--- config.mk ---
export PLATFORM = sky130hd
export DESIGN_NAME = positional_list_store_unit
export DESIGN_NICKNAME = d
export VERILOG_FILES = /design/src/hdl/pls_pkg.sv /design/src/hdl/positional_list_store_unit.sv /design/src/hdl/pls_ctrl.sv /design/src/hdl/pls_datapath.sv
export VERILOG_INCLUDE_DIRS = /design/src /design/src/hdl
export SDC_FILE = /design/constraint.sdc
export NUM_CORES = 2
export LEC_CHECK = 0
export CORE_MARGIN = 5
export CORE_UTILIZATION = 55
export CTS_CLUSTER_SIZE = 10
export DETAILED_ROUTE_END_ITERATION = 10
export DONT_BUFFER_PORTS = 1
export GPL_ROUTABILITY_DRIVEN = 0
export PLACE_DENSITY_LB_ADDON = 0.3
export SLEW_MARGIN = 30
export SYNTH_ARGS = -nofsm -noshare
export SYNTH_HDL_FRONTEND = slang
export SYNTH_SLANG_ARGS = --single-unit
--- constraint.sdc ---
create_clock -name clk -period 5.7 [get_ports clk]
set_clock_uncertainty 0.05 [all_clocks]
set_input_delay 1.14 -clock clk [delete_from_list [all_inputs] [get_ports clk]]
set_output_delay 1.14 -clock clk [all_outputs]
set_load 0.02 [all_outputs]
--- src/hdl/positional_list_store_unit_defines.svh ---
// Assertion macros used by the list store datapath.
// The module that uses them must have clk and rst_n in scope.
`ifndef POSITIONAL_LIST_STORE_UNIT_DEFINES_SVH
`define POSITIONAL_LIST_STORE_UNIT_DEFINES_SVH

// The consequent must hold in the same cycle as the antecedent.
`define PLS_ASSERT_SAME(label, ante, cons, msg) \
    label: assert property (@(posedge clk) disable iff (!rst_n) (ante) |-> (cons)) \
        else $error(msg);

// The consequent must hold in the cycle after the antecedent.
`define PLS_ASSERT_NEXT(label, ante, cons, msg) \
    label: assert property (@(posedge clk) disable iff (!rst_n) (ante) |=> (cons)) \
        else $error(msg);

`endif

--- src/hdl/pls_pkg.sv ---
package pls_pkg;

    localparam int CAPACITY = 64;
    localparam int ADDR_W   = (CAPACITY > 1) ? $clog2(CAPACITY) : 1;
    localparam int COUNT_W  = $clog2(CAPACITY + 1);
    localparam int POS_W    = 7;
    localparam int CMP_W    = (COUNT_W > POS_W) ? COUNT_W : POS_W;
    localparam int DATA_W   = 32;
    localparam int CMD_W    = 2;
    localparam int IN_W     = 48;
    localparam int OUT_W    = 48;

    typedef enum logic [CMD_W-1:0] {
        CMD_READ   = 2'd0,
        CMD_WRITE  = 2'd1,
        CMD_INSERT = 2'd2,
        CMD_REMOVE = 2'd3
    } cmd_t;

    typedef struct packed {
        logic load;
        logic rd_pos;
        logic rd_idx;
        logic wr_pos_val;
        logic wr_ins;
        logic wr_rem;
        logic idx_init_ins;
        logic idx_init_rem;
        logic idx_inc;
        logic idx_dec;
        logic cnt_inc;
        logic cnt_dec;
        logic result_load;
    } ctrl_cmd_t;

    typedef struct packed {
        cmd_t cmd;
        logic bad;
        logic ins_tail;
        logic rem_tail;
        logic idx_at_pos;
        logic idx_at_last;
        logic out_free;
    } ctrl_sts_t;

endpackage

--- src/hdl/positional_list_store_unit.sv ---
// Channel   Direction  Payload
// s_*       in         command, position, value
// m_*       out        read_value, bad_position, entry_count, is_empty
//
// A write, a rejected request, or an insert or remove at the end of the list is handled in the
// decode state and then loads its result; a read passes a wait state first. The next request
// is taken in the cycle after the result is loaded. A shifting insert reads and writes each
// moved entry and then puts the value in, a shifting remove reads and writes each moved entry.
// The result stalls while the output register is full and not taken; reset empties the list
// at once without clearing the entries, and a new request is taken while a result waits.

module positional_list_store_unit
(
    input  logic                      clk,
    input  logic                      rst_n,
    input  logic                      s_tvalid,
    output logic                      s_tready,
    // command [1:0], position [8:2], value [40:9], zero [47:41]
    input  logic [pls_pkg::IN_W-1:0]  s_tdata,
    output logic                      m_tvalid,
    input  logic                      m_tready,
    // read_value [31:0], bad_position [32], entry_count [39:33], is_empty [40], zero [47:41]
    output logic [pls_pkg::OUT_W-1:0] m_tdata
);

    pls_pkg::ctrl_cmd_t cmd;
    pls_pkg::ctrl_sts_t sts;

    pls_ctrl u_ctrl
    (
        .clk      (clk),
        .rst_n    (rst_n),
        .in_valid (s_tvalid),
        .in_ready (s_tready),
        .sts      (sts),
        .cmd      (cmd)
    );

    pls_datapath u_datapath
    (
        .clk       (clk),
        .rst_n     (rst_n),
        .in_data   (s_tdata),
        .out_valid (m_tvalid),
        .out_ready (m_tready),
        .out_data  (m_tdata),
        .cmd       (cmd),
        .sts       (sts)
    );

endmodule

--- src/hdl/pls_ctrl.sv ---
module pls_ctrl
(
    input  logic               clk,
    input  logic               rst_n,
    input  logic               in_valid,
    output logic               in_ready,
    input  pls_pkg::ctrl_sts_t sts,
    output pls_pkg::ctrl_cmd_t cmd
);

    typedef enum logic [3:0] {
        ST_IDLE,
        ST_DECODE,
        ST_RD_WAIT,
        ST_INS_RD,
        ST_INS_WR,
        ST_INS_PUT,
        ST_REM_RD,
        ST_REM_WR,
        ST_FINISH
    } state_t;

    state_t state_reg;
    state_t state_next;

    always_comb
    begin
        state_next = state_reg;
        cmd        = '0;
        in_ready   = 1'b0;
        unique case (state_reg)
            ST_IDLE:
            begin
                in_ready = 1'b1;
                if (in_valid)
                begin
                    cmd.load   = 1'b1;
                    state_next = ST_DECODE;
                end
            end
            ST_DECODE:
            begin
                if (sts.bad)
                begin
                    state_next = ST_FINISH;
                end
                else
                begin
                    unique case (sts.cmd)
                        pls_pkg::CMD_READ:
                        begin
                            cmd.rd_pos = 1'b1;
                            state_next = ST_RD_WAIT;
                        end
                        pls_pkg::CMD_WRITE:
                        begin
                            cmd.wr_pos_val = 1'b1;
                            state_next     = ST_FINISH;
                        end
                        pls_pkg::CMD_INSERT:
                        begin
                            if (sts.ins_tail)
                            begin
                                cmd.wr_pos_val = 1'b1;
                                cmd.cnt_inc    = 1'b1;
                                state_next     = ST_FINISH;
                            end
                            else
                            begin
                                cmd.idx_init_ins = 1'b1;
                                state_next       = ST_INS_RD;
                            end
                        end
                        pls_pkg::CMD_REMOVE:
                        begin
                            if (sts.rem_tail)
                            begin
                                cmd.cnt_dec = 1'b1;
                                state_next  = ST_FINISH;
                            end
                            else
                            begin
                                cmd.idx_init_rem = 1'b1;
                                state_next       = ST_REM_RD;
                            end
                        end
                        default:
                        begin
                            state_next = ST_FINISH;
                        end
                    endcase
                end
            end
            ST_RD_WAIT:
            begin
                state_next = ST_FINISH;
            end
            ST_INS_RD:
            begin
                cmd.rd_idx = 1'b1;
                state_next = ST_INS_WR;
            end
            ST_INS_WR:
            begin
                cmd.wr_ins = 1'b1;
                if (sts.idx_at_pos)
                begin
                    state_next = ST_INS_PUT;
                end
                else
                begin
                    cmd.idx_dec = 1'b1;
                    state_next  = ST_INS_RD;
                end
            end
            ST_INS_PUT:
            begin
                cmd.wr_pos_val = 1'b1;
                cmd.cnt_inc    = 1'b1;
                state_next     = ST_FINISH;
            end
            ST_REM_RD:
            begin
                cmd.rd_idx = 1'b1;
                state_next = ST_REM_WR;
            end
            ST_REM_WR:
            begin
                cmd.wr_rem = 1'b1;
                if (sts.idx_at_last)
                begin
                    cmd.cnt_dec = 1'b1;
                    state_next  = ST_FINISH;
                end
                else
                begin
                    cmd.idx_inc = 1'b1;
                    state_next  = ST_REM_RD;
                end
            end
            ST_FINISH:
            begin
                if (sts.out_free)
                begin
                    cmd.result_load = 1'b1;
                    state_next      = ST_IDLE;
                end
            end
            default:
            begin
                state_next = ST_IDLE;
            end
        endcase
    end

    always_ff @(posedge clk or negedge rst_n)
    begin
        if (!rst_n)
        begin
            state_reg <= ST_IDLE;
        end
        else
        begin
            state_reg <= state_next;
        end
    end

endmodule

--- src/hdl/pls_datapath.sv ---
`include "positional_list_store_unit_defines.svh"

module pls_datapath
(
    input  logic                       clk,
    input  logic                       rst_n,
    input  logic [pls_pkg::IN_W-1:0]   in_data,
    output logic                       out_valid,
    input  logic                       out_ready,
    output logic [pls_pkg::OUT_W-1:0]  out_data,
    input  pls_pkg::ctrl_cmd_t         cmd,
    output pls_pkg::ctrl_sts_t         sts
);

    localparam int ADDR_W  = pls_pkg::ADDR_W;
    localparam int COUNT_W = pls_pkg::COUNT_W;
    localparam int CMP_W   = pls_pkg::CMP_W;
    localparam int POS_W   = pls_pkg::POS_W;
    localparam int DATA_W  = pls_pkg::DATA_W;
    localparam int CMD_W   = pls_pkg::CMD_W;
    localparam logic [COUNT_W-1:0] CAP_COUNT = COUNT_W'(pls_pkg::CAPACITY);

    logic [DATA_W-1:0]  mem [pls_pkg::CAPACITY];

    pls_pkg::cmd_t      cmd_reg;
    logic [POS_W-1:0]   pos_reg;
    logic [DATA_W-1:0]  val_reg;
    logic               bad_reg;
    logic [COUNT_W-1:0] count_reg;
    logic [ADDR_W-1:0]  idx_reg;
    logic [DATA_W-1:0]  rdata_reg;

    logic               out_valid_reg;
    logic [DATA_W-1:0]  out_value_reg;
    logic               out_bad_reg;
    logic [POS_W-1:0]   out_count_reg;
    logic               out_empty_reg;

    pls_pkg::cmd_t      in_cmd;
    logic [CMP_W-1:0]   in_pos_ext;
    logic [CMP_W-1:0]   cnt_ext;
    logic [CMP_W-1:0]   pos_ext;
    logic               in_bad;
    logic [ADDR_W-1:0]  pos_addr;
    logic [ADDR_W-1:0]  last_addr;
    logic [ADDR_W-1:0]  rd_addr;
    logic [ADDR_W-1:0]  wr_addr;
    logic [DATA_W-1:0]  wr_data;
    logic               mem_we;
    logic               load_non_read;

    assign in_cmd     = pls_pkg::cmd_t'(in_data[CMD_W-1:0]);
    assign in_pos_ext = CMP_W'(in_data[CMD_W +: POS_W]);
    assign cnt_ext    = CMP_W'(count_reg);
    assign pos_ext    = CMP_W'(pos_reg);
    assign pos_addr   = pos_ext[ADDR_W-1:0];
    assign last_addr  = ADDR_W'(count_reg - COUNT_W'(1));

    always_comb
    begin
        if (in_cmd == pls_pkg::CMD_INSERT)
        begin
            in_bad = (in_pos_ext > cnt_ext) || (cnt_ext == CMP_W'(pls_pkg::CAPACITY));
        end
        else
        begin
            in_bad = (in_pos_ext >= cnt_ext);
        end
    end

    always_comb
    begin
        rd_addr = cmd.rd_pos ? pos_addr : idx_reg;
        mem_we  = cmd.wr_pos_val | cmd.wr_ins | cmd.wr_rem;
        wr_data = cmd.wr_pos_val ? val_reg : rdata_reg;
        priority if (cmd.wr_pos_val)
        begin
            wr_addr = pos_addr;
        end
        else if (cmd.wr_ins)
        begin
            wr_addr = idx_reg + ADDR_W'(1);
        end
        else
        begin
            wr_addr = idx_reg - ADDR_W'(1);
        end
    end

    always_ff @(posedge clk)
    begin
        if (mem_we)
        begin
            mem[wr_addr] <= wr_data;
        end
        if (cmd.rd_pos || cmd.rd_idx)
        begin
            rdata_reg <= mem[rd_addr];
        end
    end

    always_ff @(posedge clk)
    begin
        if (cmd.load)
        begin
            cmd_reg <= in_cmd;
            pos_reg <= in_data[CMD_W +: POS_W];
            val_reg <= in_data[CMD_W + POS_W +: DATA_W];
            bad_reg <= in_bad;
        end
        priority if (cmd.idx_init_ins)
        begin
            idx_reg <= last_addr;
        end
        else if (cmd.idx_init_rem)
        begin
            idx_reg <= pos_addr + ADDR_W'(1);
        end
        else if (cmd.idx_inc)
        begin
            idx_reg <= idx_reg + ADDR_W'(1);
        end
        else if (cmd.idx_dec)
        begin
            idx_reg <= idx_reg - ADDR_W'(1);
        end
        if (cmd.result_load)
        begin
            out_value_reg <= (cmd_reg == pls_pkg::CMD_READ && !bad_reg) ? rdata_reg : '0;
            out_bad_reg   <= bad_reg;
            out_count_reg <= cnt_ext[POS_W-1:0];
            out_empty_reg <= (count_reg == '0);
        end
    end

    always_ff @(posedge clk or negedge rst_n)
    begin
        if (!rst_n)
        begin
            count_reg     <= '0;
            out_valid_reg <= 1'b0;
        end
        else
        begin
            if (cmd.cnt_inc)
            begin
                count_reg <= count_reg + COUNT_W'(1);
            end
            else if (cmd.cnt_dec)
            begin
                count_reg <= count_reg - COUNT_W'(1);
            end
            if (cmd.result_load)
            begin
                out_valid_reg <= 1'b1;
            end
            else if (out_ready)
            begin
                out_valid_reg <= 1'b0;
            end
        end
    end

    always_comb
    begin
        sts.cmd         = cmd_reg;
        sts.bad         = bad_reg;
        sts.ins_tail    = (pos_ext == cnt_ext);
        sts.rem_tail    = ((pos_ext + CMP_W'(1)) == cnt_ext);
        sts.idx_at_pos  = (idx_reg == pos_addr);
        sts.idx_at_last = (idx_reg == last_addr);
        sts.out_free    = !out_valid_reg || out_ready;
    end

    assign out_valid = out_valid_reg;
    assign out_data  = {7'd0, out_empty_reg, out_count_reg, out_bad_reg, out_value_reg};

    assign load_non_read = cmd.result_load && (cmd_reg != pls_pkg::CMD_READ);

    `PLS_ASSERT_SAME(a_count_range, 1'b1, count_reg <= CAP_COUNT, "Entry count exceeds capacity.")
    `PLS_ASSERT_SAME(a_no_write_when_bad, mem_we, !bad_reg, "Rejected request modified the list.")
    `PLS_ASSERT_SAME(a_inc_not_full, cmd.cnt_inc, count_reg < CAP_COUNT, "Insert on a full list.")
    `PLS_ASSERT_NEXT(a_value_zero, load_non_read, out_value_reg == '0, "Non-read value not zero.")

endmodule

; ---- Word level (Yosys, flattened, before mapping)
; Memories as Yosys holds them, arrays and structs flattened. A register that Yosys moved wholly into a read port is not among the register bits.
; Index checks and enable logic that the tools add are counted.
[totals]
romBits = 0
latchBits = 0
output_inout_bits = 50
ram_bits = 2048
mem_count = 1
ff_bits = 101
elab_cells = 113
[op_classes]
n_lt_le_gt_ge = 2
n_reduce_logical = 15
eq_ne = 19
bitwise_logic = 2
addsub = 6
n_mux = 56
multipliers = 0
div_mod_pow = 0
n_shift = 0
[mem_list]
columns = memory, depth, word_bits, rd, rd_clocked_by_memory_dff, write_ports, line_no
row1 = u_datapath.mem, 64, 32, 1, 1, 1, pls_datapath.sv:23  ; logic [DATA_W-1:0] mem [pls_pkg::CAPACITY];
[ops]
columns = op, n
row1 = $mux W6, 7
row2 = $mux W32, 1
row3 = $pmux W4 S8, 1
row4 = $mux W1, 30
row5 = $mux W4, 6
row6 = $eq A4 B3 Y1 const B, 4
row7 = $pmux W4 S4, 1
row8 = $add A7 B1 Y7 const B, 2
row9 = $eq A7 B7 Y1, 2
row10 = $mux W7, 2
row11 = $add A6 B1 Y6 const B, 2
row12 = $eq A6 B6 Y1, 2
row13 = $eq A4 B2 Y1 const B, 2
row14 = $pmux W1 S2, 4
row15 = $eq A7 B7 Y1 const B, 1
row16 = $ge A7 B7 Y1, 1
row17 = $gt A7 B7 Y1, 1
row18 = $logic_not A7 Y1, 1
row19 = $sub A7 B1 Y7 const B, 1
row20 = $eq A2 B2 Y1 const B, 3
row21 = $mux W2, 3
row22 = $sub A6 B1 Y6 const B, 1
row23 = $eq A4 B1 Y1 const B, 1
row24 = $eq A4 B4 Y1 const B, 1
row25 = other kinds (13), 20

; ---- Depth between registers and ports, before layout
[depth]
ltp_word = 9
ltp_mapped = 14
ltp_nobuf = 10

; ---- Modules after synthesis
; From an unflattened synthesis, not the netlist that was laid out.
[unflattened]
hier_cells = 8297
area_unflattened_um2 = 101762.6
[by_module_without_submodules]
columns = mod, cells_each, seq_area_each_um2, area_per_inst_um2, n_inst
row1 = pls_datapath, 8232, 65332.7, 101239.6, 1
row2 = pls_ctrl, 65, 100.1, 523.0, 1

; ---- Worst setup path after synthesis
; OpenSTA, ideal clock, no wires.
[synth_path]
path_kind = reg-to-reg
startpoint = reg u_datapath.count_reg[2], in the netlist u_datapath.cnt_ext[2]
endpoint = mem u_datapath.mem[50][0] (enable)
slack_ns = 1.420
setup_time_ns = 0.421
stages_incl_launch_ff = 10
arrival_time_ns = 3.809
synth_period_minus_slack_ns = 4.280
required_time_ns = 5.229
n_path_buf = 2
path_cell_list = dfrtp_1 clkbuf_1 xor2_1 nor4_1 a31oi_1 o22ai_2 mux2_2 or3_1 clkbuf_1 nor2_1
[synth_between]
elab_chain_len = 9
[synth_lines]
columns = element, line_no
row1 = start: declaration, pls_datapath.sv:29  ; logic [COUNT_W-1:0] count_reg;
row2 = start signal: assignment, pls_datapath.sv:147  ; count_reg <= count_reg + COUNT_W'(1);
row3 = start signal: assignment, pls_datapath.sv:151  ; count_reg <= count_reg - COUNT_W'(1);
row4 = $eq A7 B7 Y1 *, pls_datapath.sv:168  ; sts.ins_tail = (pos_ext == cnt_ext);
row5 = $mux W1 *, pls_ctrl.sv:62  ; if (sts.ins_tail)
row6 = $pmux W1 S2 *, pls_ctrl.sv:49  ; unique case (sts.cmd)
row7 = $mux W1 *, pls_ctrl.sv:43  ; if (sts.bad)
row8 = $pmux W1 S2 *, pls_ctrl.sv:31  ; unique case (state_reg)
row9 = $or A1 B1 Y1 (2 in a row), pls_datapath.sv:74  ; mem_we = cmd.wr_pos_val | cmd.wr_ins | cmd.wr_rem;
row10 = $mux W1, pls_datapath.sv:92  ; if (mem_we)
row11 = $mux W1 (implied by the code), pls_datapath.sv:94  ; mem[wr_addr] <= wr_data;
row12 = end: declaration, pls_datapath.sv:23
; Every way passes the cells marked *; elsewhere a longest branch is shown, timed or not.

; ---- Final worst setup path
[layout_path]
startpoint = reg u_ctrl.state_reg[0]
endpoint = mem u_datapath.mem[19][18] (enable)
[layout_between]
elab_chain_len = 6
[layout_lines]
columns = element, line_no
row1 = start: declaration, pls_ctrl.sv:23  ; state_t state_reg;
row2 = start signal: assignment, pls_ctrl.sv:164  ; state_reg <= state_next;
row3 = $eq A4 B3 Y1 or $eq A4 B1 Y1 (tied branches), pls_ctrl.sv:31
row4 = $pmux W1 S2 or $mux W1 (tied branches), pls_ctrl.sv:31
row5 = $or A1 B1 Y1 (2 in a row), pls_datapath.sv:74
row6 = $mux W1, pls_datapath.sv:92
row7 = $mux W1 (implied by the code), pls_datapath.sv:94
; Parallel ways exist; a longest one is shown, timed or not.

==> out/results.txt <==
The tools report the area of the mapped netlist as 0.0867 mm^2. The logs give 0 for the final setup violation count and 3 for the maximum number of buffers from clock root to sink. The total area inside the core boundary comes to 0.156 mm^2. CTS saw 2181 sinks. The root buffer cell chosen for the clock tree is clkbuf_16.

The share of synthesized registers carrying an async set or reset is 0.550%. The tools report the worst slack at placement as 943 ps. The finished layout holds 8221 standard cells, fillers aside. For the count of placed standard cells including taps, the log shows 7906. From synthesis to final layout, the design area changed by 12.0%.

After detailed routing, the number of remaining DRC violations is 0. The vias after detailed routing was 54.2k. The first-pass GRT wire length came out at 351000 um. The run gives 325 ps as the worst hold slack.

At the pin with the least slew margin, the transition time is 1040 ps. Traced cell by cell, the critical path runs through nand2b_1 -> nor4_2 -> nand2_1 -> o22ai_4 -> mux2i_1 -> nand2_1 -> nor2_4 -> buf_12. For this run, the slowest stage of the critical path takes 710 ps.

In this run the power density over the cells is 428 mW/mm^2. The flop and latch count out of synthesis was 2181. TritonCTS built the clock tree.

The final critical path takes up 86.2% of the cycle. The floorplan row count is 145. The via-per-instance ratio was 6.59. The die covers 0.166 mm^2.

Final antenna-violating net count: 0. The worst-case IR drop observed on VDD is 0.000357 V. Once layout is complete, the utilization of the core stands at 62.1%.

The clock tree synthesis step divided the H-tree into 4 levels. After clock tree synthesis, the clock-pin slew on the worst setup and hold paths is 60 ps. The smallest clock period supported by the final layout is computed as 4910 ps.

After synthesis, the largest area contributor takes up 75.2% of total cell area. In the global route stage, overall resource usage came out at 29.1%. STA classifies the critical path endpoint as a flop.

The die height was 407 um; the largest net degree at the start of global routing was 130. The top fanout value on the critical path is 21. The total global routing overflow is 0. The later pin in the worst-skew pair is clocked with a latency of 860 ps. In the final design database the tool counted 6160 nets. The number of iterations in the first detailed-routing pass is 6, and the number of instances in the synthesized netlist is 6040. The total wire length after detailed routing is 243000 um. Number of antenna violations at the first check in global routing: 12. The most used flip-flop cell after synthesis is edfxtp_1. For the static leakage, the log shows 31.9 nW. The Yosys step of the flow raised 0 warnings. The number of setup buffers added after CTS is 0. The ratio of cells with drive above 1 in the final layout was 10.2%. The register with the most flip-flops in the layout has 2048 of them.

Yosys mapped a number of flops with a built-in enable equal to 2169. The run finished with clean final reports. Setup repair after global routing left no endpoint under its margin. The logs give 52.2k for the number of global-route vias before repair and 0 ps for the setup TNS.

edfxtp_1 takes more of the synthesized area than any other cell. By area the synthesized netlist is led by edfxtp_1, nand2_1, mux2i_1. Sequential cells were found to cover 75.5% of the synthesized design area. The max-cap check violation count came out at 0. TritonCTS created 238 clock buffers.

Horizontal extent of the die: 407 um. Register with the most flip-flops: u_datapath.mem. After detailed routing, the average wire length per cell comes to 29.6 um.

Number of pins with negative max-slew slack in the final report: 0. The arrival time at the worst endpoint is 5410 ps. Required time reported for the critical path endpoint: 6200 ps. The count of buffers from port buffering works out to 0. The worst hold path belongs to the class in -> reg. The cell seen most often among critical-path stages was nand2_1.

Static timing analysis puts the maximum clock frequency at 0.204 GHz. The run gives 0 as the number of failing hold endpoints at the final stage. The run gives 788 ps as the post-layout worst setup margin. The number of gates resized after CTS is 0, and the violation count after the first detailed-route iteration is 8660.

The number of unique standard cell types used by synthesis came out at 61. Summed over all nets, the half-perimeter wirelength after detailed placement is 131000 um. The startpoint class of the critical path is a flop. The initial utilization of the core area, before any placement, comes to 55.4%. Headroom to the max-slew limit came out at 30.9%. The worst setup path is of the reg -> reg kind. The largest individual stage delay along the critical path comes from the cell mux2i_1. Dividing the synthesized area by the synthesized cell count gives 14.3 um^2. For the total I/O pin count, the log shows 102.
## synthesized netlist by cell type, types with 14 or more instances
cell type  count
a211oi_1     135
a21oi_1      264
a221oi_1      87
a22oi_1       72
a311oi_1      65
a31oi_1      170
a32oi_1       62
and2_1        36
and3_1       146
buf_1         14
buf_2        157
buf_4         23
clkbuf_1     233
edfxtp_1    2169
ha_1          18
inv_1         20
mux2_2        39
mux2i_1      204
nand2_1     1305
nand3_1      329
nand4_1       95
nor2_1       103
nor3_1        15
o211ai_1      60
o21ai_0       57
xnor2_1       31
## report_power, final
| part | internal, mW | total [mW] | switching, mW |
|---|---|---|---|
| combinational | 2.44 | 8.89 | 6.45 |
| clock | 7.52 | 13.4 | 5.83 |
| sequential | 18.9 | 19.3 | 0.411 |
| total | 28.8 | 41.5 | 12.7 |
## metrics by stage
stage / cell area (um^2) / total power [mW]
after floorplan: 86700 / 24.7
after global placement: 90500 / 28.0
after detailed placement: 90500 / 28.2
after CTS: 97000 / 41.4
after global routing: 97000 / 42.8
final: 97100 / 41.5
## final timing paths
path                                            start                     endpoint  slack [ps]  cells past startpoint
worst min register to register  u_datapath.cnt_ext[6]  u_datapath.out_count_reg[6]         480                      0
max in group asynchronous                       rst_n        u_datapath.cnt_ext[5]        4380                      1
worst max-delay path              u_ctrl.state_reg[0]       u_datapath.mem[19][18]         790                      8
worst max register to register    u_ctrl.state_reg[0]       u_datapath.mem[19][18]         790                      8
min in group asynchronous                       rst_n        u_datapath.cnt_ext[3]         740                      1
worst min-delay path                      s_tdata[14]        u_datapath.val_reg[5]         320                      0
## per-layer routing
metal	wire, um	vias up	share of wire (%)	track usage (%)
met2	110000	3627	45	44.4
li1	-	23100	-	-
met1	91900	26900	38	40.1
met3	29000	586	12	6.86
met5	13	-	0.0053	0
met4	12100	2	5.0	13.3
## worst max-delay path, delay by kind of cell, from the launching register on
kind	cells	cell delay [ps]
compound gates	1	590
buf+inv	1	270
flops	1	590
simple gates	5	2340
mux	1	710
## cell type report
type | instances | area, um^2
clock buffer | 283 | 6150
fill | 11000 | 59300
clock inverter | 21 | 322
tap | 2058 | 2570
inverter | 21 | 78.8
antenna | 9 | 22.5
sequential | 2181 | 65400
timing repair buffer | 240 | 2630
multi-input combinational | 3408 | 19800
## cells by family (layout without fill, tap and decap cells)
kind of cell / count (synthesis) / count (layout) / synth area share, %
multiplexers: 244 / 244 / 2.89
XOR/XNOR: 48 / 48 / 0.549
flip-flops: 2181 / 2181 / 75.5
other: 1 / 16 / 0.00433
buffers and inverters: 457 / 565 / 2.38
AO/OA/AOI/OAI: 1024 / 1024 / 8.02
AND/OR/NAND/NOR: 2067 / 2067 / 10.4
adder cells (fa/ha/maj): 18 / 18 / 0.260
## what timing repair did
action	CTS	global route
hold buffers	1	0
endpoints found under the setup margin	0	0
hold endpoints to repair	12	0
## cells in the final DEF (no fill, tap or decap), drive strengths merged, types with 7 or more instances in the layout
cell type,Yosys,routed
a221oi,87,87
xnor2,31,31
edfxtp,2169,2169
diode,0,9
conb,1,7
and3,146,146
clkbuf,233,283
mux2i,204,204
a21oi,264,264
nand2b,8,8
or3,8,8
nand3,329,329
nand4,95,95
o211ai,61,61
xor2,13,13
a32oi,62,62
a31oi,170,170
ha,18,18
dfrtp,12,12
inv,20,27
a311oi,65,65
nor2,103,103
mux2,39,39
clkinv,1,13
o21ai,72,72
nand2,1305,1305
nor4,9,9
and2,36,36
buf,203,239
a211oi,135,135
a22oi,72,72
nor3,16,16
No activity file was read; power rests on OpenSTA's default activity.
